File: src/rtl/quadrature_position_counter_unit_defines.svh
// Assertion macros for the quadrature position counter.
`ifndef QUADRATURE_POSITION_COUNTER_UNIT_DEFINES_SVH
`define QUADRATURE_POSITION_COUNTER_UNIT_DEFINES_SVH
`ifndef SYNTHESIS
// same-cycle implication, checked on every rising edge out of reset
`define QPC_ASSERT_NOW(label, ante, cons) \
   label: assert property (@(posedge clock) disable iff (reset) (ante) |-> (cons)) \
      else $error("qpc: same-cycle check failed");
// next-cycle implication
`define QPC_ASSERT_NEXT(label, ante, cons) \
   label: assert property (@(posedge clock) disable iff (reset) (ante) |=> (cons)) \
      else $error("qpc: next-cycle check failed");
`else
`define QPC_ASSERT_NOW(label, ante, cons)
`define QPC_ASSERT_NEXT(label, ante, cons)
`endif
`endif

File: src/rtl/qpc_pkg.sv
// Shared constants, types and the quadrature step table.
`default_nettype none
package qpc_pkg;

   localparam int COUNT_W    = 32;             // raw count width
   localparam int DET_W      = 21;             // detent position width
   localparam int STEP_W     = 7;              // steps per detent width
   localparam int OFS_W      = 8;              // count offset width
   localparam int REQ_TYPE_W = 2;
   localparam int MUL_W      = DET_W + STEP_W + 1;
   localparam int QUO_W      = COUNT_W + 1;    // signed quotient of a full count
   localparam int CSR_AW     = 5;
   localparam int CSR_DW     = 32;
   localparam int REG_IDX_W  = CSR_AW - 2;

   // request codes
   localparam logic [REQ_TYPE_W-1:0] REQ_PIN = 2'd0;
   localparam logic [REQ_TYPE_W-1:0] REQ_SET = 2'd1;
   localparam logic [REQ_TYPE_W-1:0] REQ_CLR = 2'd2;

   // register indexes
   localparam logic [REG_IDX_W-1:0] REG_MIN_DET  = 3'd0;
   localparam logic [REG_IDX_W-1:0] REG_MAX_DET  = 3'd1;
   localparam logic [REG_IDX_W-1:0] REG_WRAP_EN  = 3'd2;
   localparam logic [REG_IDX_W-1:0] REG_STEPS    = 3'd3;
   localparam logic [REG_IDX_W-1:0] REG_OFFSET   = 3'd4;
   localparam logic [REG_IDX_W-1:0] REG_COUNT_EN = 3'd5;

   typedef struct packed {
      logic                       start;
      logic signed [COUNT_W-1:0]  dividend;
      logic [STEP_W-1:0]          divisor;
   } div_cmd_type;

   typedef struct packed {
      logic                       busy;
      logic                       done;
      logic signed [QUO_W-1:0]    quotient;
   } div_res_type;

   // 4x decode: previous AB pair in [3:2], current pair in [1:0]
   function automatic logic signed [1:0] qpc_step(input logic [3:0] hist);
      logic signed [1:0] s;
      unique case (hist) inside
         4'd1, 4'd7, 4'd8, 4'd14:  s = -2'sd1;
         4'd2, 4'd4, 4'd11, 4'd13: s = 2'sd1;
         default:                  s = 2'sd0;
      endcase
      return s;
   endfunction

endpackage
`default_nettype wire

File: src/rtl/qpc_if.sv
// Request and response channel interfaces.
`default_nettype none
interface qpc_req_if import qpc_pkg::*; ();
   logic                    valid;
   logic                    ready;
   logic [REQ_TYPE_W-1:0]   req_type;
   logic                    pin_a;
   logic                    pin_b;
   logic signed [DET_W-1:0] new_value;

   modport source (output valid, req_type, pin_a, pin_b, new_value, input ready);
   modport sink   (input valid, req_type, pin_a, pin_b, new_value, output ready);
endinterface

interface qpc_rsp_if import qpc_pkg::*; ();
   logic                      valid;
   logic                      ready;
   logic signed [DET_W-1:0]   position;
   logic signed [COUNT_W-1:0] raw_count;

   modport source (output valid, position, raw_count, input ready);
   modport sink   (input valid, position, raw_count, output ready);
endinterface
`default_nettype wire

File: src/rtl/qpc_div.sv
// Bit-serial signed-by-unsigned divider, truncating towards zero.
`default_nettype none
module qpc_div import qpc_pkg::*; (
   input  wire logic   clock,
   input  wire logic   reset,
   input  div_cmd_type cmd,
   output div_res_type res
);

   localparam int CNT_W = $clog2(COUNT_W);

   logic               busy_ff, busy_in;
   logic               done_ff, done_in;
   logic [CNT_W-1:0]   cnt_ff, cnt_in;
   logic [COUNT_W-1:0] dvd_ff, dvd_in;   // magnitude in, quotient out
   logic [STEP_W-1:0]  rem_ff, rem_in;
   logic [STEP_W-1:0]  dsr_ff, dsr_in;
   logic               neg_ff, neg_in;

   logic [STEP_W:0]    trial;
   logic [STEP_W:0]    diff;
   logic               fits;
   logic [QUO_W-1:0]   mag;

   assign trial = {rem_ff, dvd_ff[COUNT_W-1]};
   assign diff  = trial - {1'b0, dsr_ff};
   assign fits  = (trial >= {1'b0, dsr_ff});
   assign mag   = {1'b0, dvd_ff};

   always_comb begin
      busy_in = busy_ff;
      done_in = 1'b0;
      cnt_in  = cnt_ff;
      dvd_in  = dvd_ff;
      rem_in  = rem_ff;
      dsr_in  = dsr_ff;
      neg_in  = neg_ff;
      if (cmd.start) begin
         busy_in = 1'b1;
         cnt_in  = '0;
         neg_in  = cmd.dividend[COUNT_W-1];
         dvd_in  = cmd.dividend[COUNT_W-1] ? COUNT_W'(-cmd.dividend) : COUNT_W'(cmd.dividend);
         rem_in  = '0;
         dsr_in  = cmd.divisor;
      end else if (busy_ff) begin
         // one quotient bit per cycle; remainder stays below the divisor
         rem_in = fits ? diff[STEP_W-1:0] : trial[STEP_W-1:0];
         dvd_in = {dvd_ff[COUNT_W-2:0], fits};
         cnt_in = cnt_ff + CNT_W'(1);
         if (cnt_ff == CNT_W'(COUNT_W - 1)) begin
            busy_in = 1'b0;
            done_in = 1'b1;
         end
      end
   end

   always_ff @(posedge clock) begin
      if (reset) begin
         busy_ff <= 1'b0;
         done_ff <= 1'b0;
         cnt_ff  <= '0;
      end else begin
         busy_ff <= busy_in;
         done_ff <= done_in;
         cnt_ff  <= cnt_in;
      end
      dvd_ff <= dvd_in;
      rem_ff <= rem_in;
      dsr_ff <= dsr_in;
      neg_ff <= neg_in;
   end

   assign res.busy     = busy_ff;
   assign res.done     = done_ff;
   assign res.quotient = neg_ff ? -$signed(mag) : $signed(mag);

endmodule
`default_nettype wire

File: src/rtl/quadrature_position_counter_unit.sv
// Quadrature position counter: 4x decode, detent limits, clamp or wrap.
//
//  channel  | role   | moves                                      | handshake
//  ---------+--------+--------------------------------------------+-----------------
//  req_chan | sink   | request item: req_type, pin_a/b, new_value | valid/ready
//  rsp_chan | source | result item: position, raw_count           | valid/ready
//  csr_*    | slave  | six limit/mode registers, 4-byte stride    | APB, pready tied
//
// Every item uses the shared 21x7 multiplier for each product it needs
// (the limits and, on a set value, the loaded value) and then the
// bit-serial divider by steps per detent; a pin sample that wraps past a
// limit takes a second pass of the divider. One item is in the block at
// a time; req_chan.ready is high only in idle. The result register lets
// the next item in while the last result waits. Reset is synchronous and
// clears history and count.
`default_nettype none
`include "quadrature_position_counter_unit_defines.svh"
module quadrature_position_counter_unit import qpc_pkg::*; (
   input  wire logic              clock,
   input  wire logic              reset,
   qpc_req_if.sink                req_chan,
   qpc_rsp_if.source              rsp_chan,
   input  wire logic              csr_psel,
   input  wire logic              csr_penable,
   input  wire logic              csr_pwrite,
   input  wire logic [CSR_AW-1:0] csr_paddr,
   input  wire logic [CSR_DW-1:0] csr_pwdata,
   output logic      [CSR_DW-1:0] csr_prdata,
   output logic                   csr_pready
);

   typedef enum logic [3:0] {
      ST_IDLE,
      ST_MUL_MIN,
      ST_MUL_MAX,
      ST_MUL_NV,
      ST_LOAD,
      ST_DIV,
      ST_WAIT,
      ST_FIX,
      ST_OUT
   } state_type;

   // ---------------------------------------------------------------- registers
   logic signed [DET_W-1:0] min_ff;
   logic signed [DET_W-1:0] max_ff;
   logic                    wrap_ff;
   logic [STEP_W-1:0]       steps_ff;
   logic signed [OFS_W-1:0] ofs_ff;
   logic                    cnt_en_ff;

   logic [REG_IDX_W-1:0]    csr_idx;
   logic                    csr_wr;
   logic [STEP_W-1:0]       steps_eff;

   assign csr_idx    = csr_paddr[CSR_AW-1:2];
   assign csr_wr     = csr_psel & csr_penable & csr_pwrite;
   assign csr_pready = 1'b1;
   // a zero step count behaves as one
   assign steps_eff  = (steps_ff == '0) ? STEP_W'(1) : steps_ff;

   always_ff @(posedge clock) begin
      if (reset) begin
         min_ff    <= {1'b1, {(DET_W-1){1'b0}}};
         max_ff    <= {1'b0, {(DET_W-1){1'b1}}};
         wrap_ff   <= 1'b0;
         steps_ff  <= STEP_W'(1);
         ofs_ff    <= '0;
         cnt_en_ff <= 1'b1;
      end else if (csr_wr) begin
         unique case (csr_idx)
            REG_MIN_DET:  min_ff    <= csr_pwdata[DET_W-1:0];
            REG_MAX_DET:  max_ff    <= csr_pwdata[DET_W-1:0];
            REG_WRAP_EN:  wrap_ff   <= csr_pwdata[0];
            REG_STEPS:    steps_ff  <= csr_pwdata[STEP_W-1:0];
            REG_OFFSET:   ofs_ff    <= csr_pwdata[OFS_W-1:0];
            REG_COUNT_EN: cnt_en_ff <= csr_pwdata[0];
            default: ;
         endcase
      end
   end

   always_comb begin
      unique case (csr_idx)
         REG_MIN_DET:  csr_prdata = CSR_DW'(min_ff);
         REG_MAX_DET:  csr_prdata = CSR_DW'(max_ff);
         REG_WRAP_EN:  csr_prdata = CSR_DW'(wrap_ff);
         REG_STEPS:    csr_prdata = CSR_DW'(steps_ff);
         REG_OFFSET:   csr_prdata = CSR_DW'(ofs_ff);
         REG_COUNT_EN: csr_prdata = CSR_DW'(cnt_en_ff);
         default:      csr_prdata = '0;
      endcase
   end

   // ---------------------------------------------------------------- datapath
   state_type                 state_ff, state_in;
   logic [3:0]                hist_ff, hist_in;
   logic signed [COUNT_W-1:0] raw_ff, raw_in;
   logic signed [COUNT_W-1:0] work_ff, work_in;   // candidate count / dividend
   logic signed [COUNT_W-1:0] rep_ff, rep_in;     // count before read-and-reset
   logic [REQ_TYPE_W-1:0]     type_ff, type_in;
   logic signed [DET_W-1:0]   nv_ff, nv_in;
   logic signed [MUL_W-1:0]   minr_ff, minr_in;
   logic signed [MUL_W-1:0]   maxr_ff, maxr_in;
   logic signed [MUL_W-1:0]   prod_ff, prod_in;
   logic signed [QUO_W-1:0]   q_ff, q_in;
   logic                      chk_ff, chk_in;     // divide is the limit check
   logic                      over_ff, over_in;
   logic                      under_ff, under_in;
   logic                      rsp_valid_ff, rsp_valid_in;
   logic signed [DET_W-1:0]   rsp_pos_ff, rsp_pos_in;
   logic signed [COUNT_W-1:0] rsp_raw_ff, rsp_raw_in;

   // shared multiplier: limits and loaded value, scaled to raw counts
   logic signed [DET_W-1:0]   mul_a;
   logic signed [MUL_W-1:0]   mul_p;
   assign mul_p = MUL_W'(mul_a * $signed({1'b0, steps_eff}));

   logic signed [COUNT_W-1:0] minr_w, maxr_w, steps_w;
   logic signed [COUNT_W-1:0] ld_v, ld_a, ld_b;
   logic signed [QUO_W-1:0]   min_q, max_q;
   logic signed [DET_W-1:0]   pos_w;
   logic                      out_load;

   div_cmd_type div_cmd;
   div_res_type div_res;

   assign minr_w  = COUNT_W'(minr_ff);
   assign maxr_w  = COUNT_W'(maxr_ff);
   assign steps_w = $signed({{(COUNT_W-STEP_W){1'b0}}, steps_eff});
   assign min_q   = QUO_W'(min_ff);
   assign max_q   = QUO_W'(max_ff);

   // load path: above max first, then below min, as separate checks
   assign ld_v = (type_ff == REQ_SET) ? (COUNT_W'(prod_ff) + COUNT_W'(ofs_ff))
                                      : COUNT_W'(ofs_ff);
   assign ld_a = (ld_v > maxr_w) ? (wrap_ff ? minr_w : maxr_w) : ld_v;
   assign ld_b = (ld_a < minr_w) ? (wrap_ff ? maxr_w : minr_w) : ld_a;

   // reported detent position, clamped
   always_comb begin
      if (q_ff > max_q) begin
         pos_w = max_ff;
      end else if (q_ff < min_q) begin
         pos_w = min_ff;
      end else begin
         pos_w = q_ff[DET_W-1:0];
      end
   end

   assign out_load = (state_ff == ST_OUT) && (!rsp_valid_ff || rsp_chan.ready);

   assign div_cmd.start    = (state_ff == ST_DIV);
   assign div_cmd.dividend = work_ff;
   assign div_cmd.divisor  = steps_eff;

   qpc_div u_div (
      .clock (clock),
      .reset (reset),
      .cmd   (div_cmd),
      .res   (div_res)
   );

   assign req_chan.ready     = (state_ff == ST_IDLE);
   assign rsp_chan.valid     = rsp_valid_ff;
   assign rsp_chan.position  = rsp_pos_ff;
   assign rsp_chan.raw_count = rsp_raw_ff;

   always_comb begin
      state_in     = state_ff;
      hist_in      = hist_ff;
      raw_in       = raw_ff;
      work_in      = work_ff;
      rep_in       = rep_ff;
      type_in      = type_ff;
      nv_in        = nv_ff;
      minr_in      = minr_ff;
      maxr_in      = maxr_ff;
      prod_in      = prod_ff;
      q_in         = q_ff;
      chk_in       = chk_ff;
      over_in      = over_ff;
      under_in     = under_ff;
      rsp_pos_in   = rsp_pos_ff;
      rsp_raw_in   = rsp_raw_ff;
      rsp_valid_in = rsp_valid_ff && !rsp_chan.ready;
      mul_a        = '0;

      unique case (state_ff)
         ST_IDLE: begin
            if (req_chan.valid) begin
               type_in = req_chan.req_type;
               nv_in   = req_chan.new_value;
               rep_in  = raw_ff;
               if ((req_chan.req_type == REQ_PIN) && cnt_en_ff) begin
                  // shift the new AB pair in and step the count
                  hist_in = {hist_ff[1:0], req_chan.pin_b, req_chan.pin_a};
                  work_in = raw_ff + COUNT_W'(qpc_step(hist_in));
                  chk_in  = 1'b1;
               end else begin
                  work_in = raw_ff;
                  chk_in  = 1'b0;
               end
               state_in = ST_MUL_MIN;
            end
         end
         ST_MUL_MIN: begin
            mul_a    = min_ff;
            minr_in  = mul_p;
            state_in = ST_MUL_MAX;
         end
         ST_MUL_MAX: begin
            mul_a   = max_ff;
            maxr_in = mul_p;
            if (type_ff == REQ_SET) begin
               state_in = ST_MUL_NV;
            end else if (type_ff == REQ_CLR) begin
               state_in = ST_LOAD;
            end else begin
               state_in = ST_DIV;
            end
         end
         ST_MUL_NV: begin
            mul_a    = nv_ff;
            prod_in  = mul_p;
            state_in = ST_LOAD;
         end
         ST_LOAD: begin
            raw_in   = ld_b;
            work_in  = ld_b;
            chk_in   = 1'b0;
            state_in = ST_DIV;
         end
         ST_DIV: begin
            state_in = ST_WAIT;
         end
         ST_WAIT: begin
            if (div_res.done) begin
               q_in = div_res.quotient;
               if (chk_ff) begin
                  over_in  = (div_res.quotient > max_q);
                  under_in = (div_res.quotient < min_q);
                  if ((div_res.quotient > max_q) || (div_res.quotient < min_q)) begin
                     state_in = ST_FIX;
                  end else begin
                     raw_in   = work_ff;
                     state_in = ST_OUT;
                  end
               end else begin
                  state_in = ST_OUT;
               end
            end
         end
         ST_FIX: begin
            if (over_ff) begin
               if (wrap_ff) begin
                  raw_in   = minr_w + work_ff - maxr_w - steps_w;
                  work_in  = minr_w + work_ff - maxr_w - steps_w;
                  chk_in   = 1'b0;
                  state_in = ST_DIV;
               end else begin
                  raw_in   = maxr_w;
                  q_in     = max_q;
                  state_in = ST_OUT;
               end
            end else begin
               if (wrap_ff) begin
                  raw_in   = maxr_w + work_ff - minr_w + steps_w;
                  work_in  = maxr_w + work_ff - minr_w + steps_w;
                  chk_in   = 1'b0;
                  state_in = ST_DIV;
               end else begin
                  raw_in   = minr_w;
                  q_in     = min_q;
                  state_in = ST_OUT;
               end
            end
         end
         ST_OUT: begin
            if (out_load) begin
               rsp_valid_in = 1'b1;
               rsp_pos_in   = pos_w;
               rsp_raw_in   = (type_ff == REQ_CLR) ? rep_ff : raw_ff;
               state_in     = ST_IDLE;
            end
         end
         default: begin
            state_in = ST_IDLE;
         end
      endcase
   end

   always_ff @(posedge clock) begin
      if (reset) begin
         state_ff     <= ST_IDLE;
         hist_ff      <= '0;
         raw_ff       <= '0;
         rsp_valid_ff <= 1'b0;
      end else begin
         state_ff     <= state_in;
         hist_ff      <= hist_in;
         raw_ff       <= raw_in;
         rsp_valid_ff <= rsp_valid_in;
      end
      work_ff    <= work_in;
      rep_ff     <= rep_in;
      type_ff    <= type_in;
      nv_ff      <= nv_in;
      minr_ff    <= minr_in;
      maxr_ff    <= maxr_in;
      prod_ff    <= prod_in;
      q_ff       <= q_in;
      chk_ff     <= chk_in;
      over_ff    <= over_in;
      under_ff   <= under_in;
      rsp_pos_ff <= rsp_pos_in;
      rsp_raw_ff <= rsp_raw_in;
   end

   // ---------------------------------------------------------------- checks
   `QPC_ASSERT_NEXT(a_one_item, req_chan.valid && req_chan.ready, !req_chan.ready)
   `QPC_ASSERT_NOW(a_div_start_idle, div_cmd.start, !div_res.busy)
   `QPC_ASSERT_NOW(a_div_done_wait, div_res.done, state_ff == ST_WAIT)
   `QPC_ASSERT_NOW(a_pos_in_range, out_load && (min_ff <= max_ff), (pos_w >= min_ff) && (pos_w <= max_ff))

endmodule
`default_nettype wire

File: src/flat_wrapper.sv
// flat-port wrapper written by rule: the top's interface ports become plain ports
module quadrature_position_counter_unit_flat import qpc_pkg::*;
  (clock, reset, csr_psel, csr_penable, csr_pwrite, csr_paddr, csr_pwdata, csr_prdata, csr_pready, req_chan_valid, req_chan_req_type, req_chan_pin_a, req_chan_pin_b, req_chan_new_value, req_chan_ready, rsp_chan_valid, rsp_chan_position, rsp_chan_raw_count, rsp_chan_ready);
  qpc_req_if req_chan_i ();
  qpc_rsp_if rsp_chan_i ();
  input  wire logic clock;
  input  wire logic reset;
  input  wire logic csr_psel;
  input  wire logic csr_penable;
  input  wire logic csr_pwrite;
  input  wire logic [CSR_AW-1:0] csr_paddr;
  input  wire logic [CSR_DW-1:0] csr_pwdata;
  output logic      [CSR_DW-1:0] csr_prdata;
  output logic csr_pready;
  input wire logic [$bits(req_chan_i.valid)-1:0] req_chan_valid;
  input wire logic [$bits(req_chan_i.req_type)-1:0] req_chan_req_type;
  input wire logic [$bits(req_chan_i.pin_a)-1:0] req_chan_pin_a;
  input wire logic [$bits(req_chan_i.pin_b)-1:0] req_chan_pin_b;
  input wire logic [$bits(req_chan_i.new_value)-1:0] req_chan_new_value;
  output wire logic [$bits(req_chan_i.ready)-1:0] req_chan_ready;
  output wire logic [$bits(rsp_chan_i.valid)-1:0] rsp_chan_valid;
  output wire logic [$bits(rsp_chan_i.position)-1:0] rsp_chan_position;
  output wire logic [$bits(rsp_chan_i.raw_count)-1:0] rsp_chan_raw_count;
  input wire logic [$bits(rsp_chan_i.ready)-1:0] rsp_chan_ready;
  assign req_chan_i.valid = req_chan_valid;
  assign req_chan_i.req_type = req_chan_req_type;
  assign req_chan_i.pin_a = req_chan_pin_a;
  assign req_chan_i.pin_b = req_chan_pin_b;
  assign req_chan_i.new_value = req_chan_new_value;
  assign req_chan_ready = req_chan_i.ready;
  assign rsp_chan_valid = rsp_chan_i.valid;
  assign rsp_chan_position = rsp_chan_i.position;
  assign rsp_chan_raw_count = rsp_chan_i.raw_count;
  assign rsp_chan_i.ready = rsp_chan_ready;
  quadrature_position_counter_unit u_core (.clock(clock), .reset(reset), .req_chan(req_chan_i), .rsp_chan(rsp_chan_i), .csr_psel(csr_psel), .csr_penable(csr_penable), .csr_pwrite(csr_pwrite), .csr_paddr(csr_paddr), .csr_pwdata(csr_pwdata), .csr_prdata(csr_prdata), .csr_pready(csr_pready));
endmodule
File: config.mk
export PLATFORM = sky130hd
export DESIGN_NAME = quadrature_position_counter_unit_flat
export DESIGN_NICKNAME = d
export VERILOG_FILES = /design/src/rtl/qpc_pkg.sv /design/src/rtl/qpc_if.sv /design/src/rtl/qpc_div.sv /design/src/rtl/quadrature_position_counter_unit.sv /design/src/flat_wrapper.sv
export VERILOG_INCLUDE_DIRS = /design/src /design/src/rtl
export SDC_FILE = /design/constraint.sdc
export NUM_CORES = 2
export LEC_CHECK = 0
export ABC_AREA = 1
export BUFFER_PORTS_ARGS = -buffer_cell sky130_fd_sc_hd__buf_2
export CORE_MARGIN = 5
export CORE_UTILIZATION = 60
export DETAILED_ROUTE_END_ITERATION = 12
export PLACE_DENSITY = 0.81
export REMOVE_ABC_BUFFERS = 1
export SYNTH_ARGS = -nofsm -noshare
export SYNTH_HDL_FRONTEND = slang
export SYNTH_SLANG_ARGS = --single-unit
File: constraint.sdc
create_clock -name clock -period 8.8 [get_ports clock]
set_input_delay 0.88 -clock clock [delete_from_list [all_inputs] [get_ports clock]]
set_output_delay 0.88 -clock clock [all_outputs]
set_load 0.01 [all_outputs]
# == Word level (Yosys, flattened, before mapping) ==
# Cells that the tools add are included.
# totals
regBits,414
inputBits,69
out_inout_bits,88
wordCells,173
# op_classes
n_addsub,12
n_mul,1
order_cmp,7
eq_ne,31
muxes,57
bitwise_logic,3
reduce_logical,33
# op_table
cell,count
2-to-1 mux 32 bit,20
case mux 32 bit (3 select lines),2
case mux 32 bit (6 select lines),1
2-to-1 mux 33 bit,5
greater-than comparator 33 x 21 -> 1 bit,2
< comparator 33 x 21 -> 1 bit,2
case mux 33 bit (2 select lines),1
adder 29 x 32 -> 32 bit,2
subtractor 32 x 29 -> 32 bit,2
case mux 21 bit (3 select lines),1
2-to-1 mux 21 bit,2
case mux 4 bit (9 select lines),1
negation 32 -> 33 bit,1
adder 32 x 2 -> 32 bit,1
adder 32 x 8 -> 32 bit,1
greater-than comparator 32 x 29 -> 1 bit,1
< comparator 32 x 29 -> 1 bit,1
negation 32 bit,1
subtractor 32 x 8 -> 32 bit,1
adder 29 x 8 -> 30 bit,1
multiplier 21 x 8 -> 29 bit,1
2-to-1 mux 4 bit,7
== test 4 x 3 -> 1 bit (second input constant),6
== test 4 bit (second input constant),5
35 further kinds,76

# == Depth between registers and ports, before layout ==
# depth
ltp_word,10
mapped_depth,51
mapped_depth_nobuf,48

# == Hierarchy ==
# From an unflattened synthesis, not the netlist that was laid out.
# hier_totals
cells_unflattened,5156
area_unflattened_um2,39899.5
# by_module_without_submodules
mod,n_inst,cells_each,area_per_inst_um2,seq_area_each_um2
quadrature_position_counter_unit,1,4527,35495.3,9829.4
qpc_div,1,629,4404.2,1481.4

# == Worst setup path after synthesis ==
# No wires, ideal clock.
# synth_path
kind,flip-flop to flip-flop
startpoint,reg u_core.state_ff[1]
endpoint,reg u_core.maxr_ff[27] (data pin)
setup_time_ns,0.267
t_arrival_ns,6.863
required_ns,8.533
setup_slack_ns,1.670
stages_incl_launch_ff,32
n_path_buf,1
period_less_slack_ns,7.130
path_cell_list,dfxtp_1 inv_1 nor2_1 inv_1 nor2_1 inv_1 clkbuf_1 o221ai_1 nand2_1 fa_1 fa_1 fa_1 inv_1 fa_1 ha_1 nand2_1 nor2_1 nor2_1 o31ai_1 nand3_1 nand2_1 nand3_1 nand2_1 a21oi_1 o21ai_1 nand3_1 nand2_1 nand2_1 nand2_1 nand2_1 o211a_1 xnor2_1
# synth_via
elab_chain_len,3
elab_cells_between_ends,5
cone_classes,1 x mul; 3 x eq/ne; 1 x mux
# synth_lines
item,line_no,text
"start, declared",quadrature_position_counter_unit.sv:96,"state_type state_ff, state_in;"
"start signal, assigned",quadrature_position_counter_unit.sv:300,state_ff <= state_in;
== test 4 x 2 -> 1 bit / == test 4 x 1 -> 1 bit (equally long branches),quadrature_position_counter_unit.sv:189,unique case (state_ff)
case mux 21 bit (3 select lines) *,quadrature_position_counter_unit.sv:189,
multiplier 21 x 8 -> 29 bit *,quadrature_position_counter_unit.sv:117,"assign mul_p = MUL_W'(mul_a * $signed({1'b0, steps_eff}));"
net u_core.mul_p[27],quadrature_position_counter_unit.sv:116,logic signed [MUL_W-1:0] mul_p;
"end signal, assigned",quadrature_position_counter_unit.sv:310,maxr_ff <= maxr_in;
"end, declared",quadrature_position_counter_unit.sv:104,"logic signed [MUL_W-1:0] maxr_ff, maxr_in;"
# Mark *: on every way through the listed nets, which the timed path passes. The rest lies on a longest branch.
# A chain may end at the register's enable or synchronous reset.

# == Worst setup path in the final report ==
# layout_path
startpoint,reg u_core.ofs_ff[7]
endpoint,reg u_core.work_ff[10] (data pin)
# layout_via
elab_chain_len,7
# layout_lines
item,line_no,text
"start, declared",quadrature_position_counter_unit.sv:49,logic signed [OFS_W-1:0] ofs_ff;
"start signal, assigned",quadrature_position_counter_unit.sv:76,REG_OFFSET: ofs_ff <= csr_pwdata[OFS_W-1:0];
adder 29 x 8 -> 30 bit,quadrature_position_counter_unit.sv:135,assign ld_v = (type_ff == REQ_SET) ? (COUNT_W'(prod_ff) + COUNT_W'(ofs_ff))
2-to-1 mux 32 bit *,quadrature_position_counter_unit.sv:135,
greater-than comparator 32 x 29 -> 1 bit,quadrature_position_counter_unit.sv:137,assign ld_a = (ld_v > maxr_w) ? (wrap_ff ? minr_w : maxr_w) : ld_v;
2-to-1 mux 32 bit *,quadrature_position_counter_unit.sv:137,
< comparator 32 x 29 -> 1 bit,quadrature_position_counter_unit.sv:138,assign ld_b = (ld_a < minr_w) ? (wrap_ff ? maxr_w : minr_w) : ld_a;
2-to-1 mux 32 bit *,quadrature_position_counter_unit.sv:138,
case mux 32 bit (3 select lines) *,quadrature_position_counter_unit.sv:189,
net u_core.work_in[10],quadrature_position_counter_unit.sv:99,"logic signed [COUNT_W-1:0] work_ff, work_in;"
"end signal, assigned",quadrature_position_counter_unit.sv:305,work_ff <= work_in;
"end, declared",quadrature_position_counter_unit.sv:99,
# Marks and branches as above.

==> results.yml <==
clock_tree:
  clock_sinks: 414
  path_clk_slew_ns: 0.06
  cts_tree: "done"
  post_cts_buffers: 0
  postCtsResizedCells: 0
  cts_buffers: 48
  htree_levels: 2
  clockRootBuffer: "clkbuf_16"
  cts_hold_buf: 0
  worstSkewPairLatency_ns: 0.62
  cts_max_path_buffers: 3
routing:
  wl_per_cell_um: 21.0
  antenna_left: 0
  drt_wl_total_um: 129000
  via_count: 37100
  viasPerCell: 6.06
  first_pass_iters: 8
  drtIter0Drc: 4535
  route.detailed.drc: 0
power_and_ir_drop:
  ir_drop_mv: 0.156
  power_leakage_nw: 21.6
  p_per_area_nw_per_um2: 235
yosys:
  synth-async-reset-ratio: 0
  synth_ff_type: "edfxtp_1"
  yosysTopAreaCell: "edfxtp_1"
  synth.most_common_cell: "nand2_1"
  synth-edff-count: 302
  synth_area_leaders: "edfxtp_1 (22%), ha_1 (14%), nand2_1 (9.6%), fa_1 (9.3%), inv_1 (7.8%)"
  synthCells: 5133
  synth_cell_types: 74
  synth_common_cells: "nand2_1 (1029), inv_1 (837), ha_1 (452)"
  synth_seq_cells: 414
  syn-cell-area_um2: 40300
  synth_top_area_frac: 0.225
  ys_warn_count: 0
  yosysSeqAreaShare: 0.281
  postSynthAreaPerCell_um2: 7.86
floorplanning:
  start_util: 0.603
  ios: 157
  dieArea_um2: 72500
  fp.dieH_um: 269
  die_w_um: 269
  rows: 95
  core_area_um2: 66900
grt:
  grt_max_degree: 90
  overflow: 0
  antenna_found_initial: 2
  grt_pass1_vias: 36300
  grt_use_total: 0.346
  grt_first_pass_wirelength_um: 200000
sta:
  whs_ns: 0.439
  finalHoldViolations: 0
  clock.fmax_mhz: 134
  tns_ns: 0
  rsz0062_at_grt: "no"
  slew-limit-headroom: 0.217
  tightestPinTransition_ns: 1.17
  fin_crit_sh: 0.846
  finalSetupViolCount: 0
  fin_crit_ns: 7.44
  drv_slew: 0
  skew_ns: 0.0305
setup_path:
  slowest_delay_ns: 0.82
  end_kind: "flip-flop"
  r2r_start: "u_core.ofs_ff[7]$_SDFFE_PP0P_"
  cp_slowest_cell: "dfxtp_1"
  path_max_fanout: 30
  startpoint_type: "flip-flop"
  cp.arrival_ns: 7.78
  r2r_setup_slack_ns: 1.36
  required_ns: 9.14
  crit_top_cell: "nand2_1"
  critical_path_class: "reg -> reg"
  crit_start: "u_core.ofs_ff[7]$_SDFFE_PP0P_"
final_layout:
  synthToLayoutAreaGrowth_pct: 8.40
  final_cell_count_no_fill: 6129
  nets: 5923
  multiInputGateArea_um2: 25000
  final-seq-area_um2: 11300
  post-route-util: 0.653
  fillers: 5634
  drive_gt1_frac: 0.0839
placement:
  gp_congestion: 1.00
  placed_cells: 6037
  dpl.hpwl_um: 99500
  io_buffers: 142
outcome:
  outcome: "finished, final reports clean"
hold_path:
  worstHoldStart: "req_chan_new_value[10]"
  min_path_type: "in -> reg"
run:
  cap_violations: 0
==> power by group <==
part | switching (mW) | total [mW] | internal (mW) | leakage (nW)
clock network | 0.897 | 2.24 | 1.35 | 0.852
registers | 0.214 | 2.55 | 2.33 | 3.75
logic | 3.65 | 5.48 | 1.83 | 17.0
==> cells in the final DEF (no fill, tap or decap), types with 16 or more instances in the layout <==
cell type / n
nand2_1: 1028
inv_1: 836
ha_1: 452
o21ai_0: 396
a21oi_1: 378
nor2_1: 310
edfxtp_1: 302
nand3_1: 211
fa_1: 188
buf_2: 142
xor2_1: 121
dfxtp_1: 109
buf_4: 73
o211ai_1: 67
xnor2_1: 55
nor3_1: 51
clkbuf_16: 50
o221ai_1: 49
a31oi_1: 39
nand4_1: 34
a211oi_1: 23
o21ai_1: 21
or2_2: 21
nand3_2: 18
o21a_1: 18
a21oi_2: 17
nand2_2: 17
o21bai_1: 16
==> cell type report <==
class,count,area share
multi-input combinational,3685,0.572
sequential,414,0.259
clock buffer,57,0.0301
tap,873,0.0250
clock inverter,33,0.0102
timing repair buffer,219,0.0306
antenna,2,0.000115
inverter,846,0.0727
==> routing by layer <==
metal  track usage  vias up  share of wire
li1              -    17200              -
met1         0.433    17300           0.37
met2         0.564     2096           0.45
met3        0.0932      438           0.12
met4         0.160        0          0.057
met5             0        -              0
==> cells by family (layout without fill, tap and decap cells) <==
family / after synthesis / in the layout / share of synthesized area
compound gates: 1107 / 1107 / 0.159
xor+xnor: 176 / 176 / 0.0382
fa+ha+maj: 640 / 640 / 0.234
buf+inv: 1034 / 1155 / 0.101
flops: 414 / 414 / 0.281
other cells: 1 / 3 / 0.0000930
simple gates: 1761 / 1761 / 0.187
==> registers in the layout (all words and copies together) (netlist names), 8 cells and up <==
register	count
u_core.u_div.dvd_ff	32
u_core.raw_ff	32
u_core.prod_ff	29
u_core.rsp_chan.position	21
u_core.q_ff	33
u_core.max_ff	21
u_core.rsp_chan.raw_count	32
u_core.work_ff	32
u_core.rep_ff	32
u_core.ofs_ff	8
u_core.nv_ff	21
u_core.maxr_ff	29
u_core.minr_ff	29
u_core.min_ff	21
==> stage by stage <==
step,setup WS (ns),total power [mW],area [um2]
after detailed placement,1.50,7.87,41900
final,1.36,10.3,43700
after CTS,1.48,10.1,43700
after global routing,0.677,10.9,43700
after global placement,1.56,7.75,41900
after floorplan,1.37,6.23,39400
==> worst paths after layout <==
kind,depth (start not counted),endpoint
setup reg to reg,41,u_core.work_ff[10]$_DFFE_PP_
hold reg to reg,2,u_core.u_div.rem_ff[2]$_SDFFE_PP0P_
setup / recovery,41,u_core.work_ff[10]$_DFFE_PP_
hold / removal,1,u_core.nv_ff[10]$_DFFE_PP_
==> critical path, delay by kind of cell, from the launching register on <==
| kind | cells | cell delay [ns] |
|---|---|---|
| buffers and inverters | 6 | 1.58 |
| and+or+nand+nor | 24 | 2.78 |
| DFF | 1 | 0.82 |
| adders and majority gates | 3 | 0.84 |
| AOI/OAI and AO/OA | 8 | 1.09 |
No activity file was read; power rests on OpenSTA's default activity.
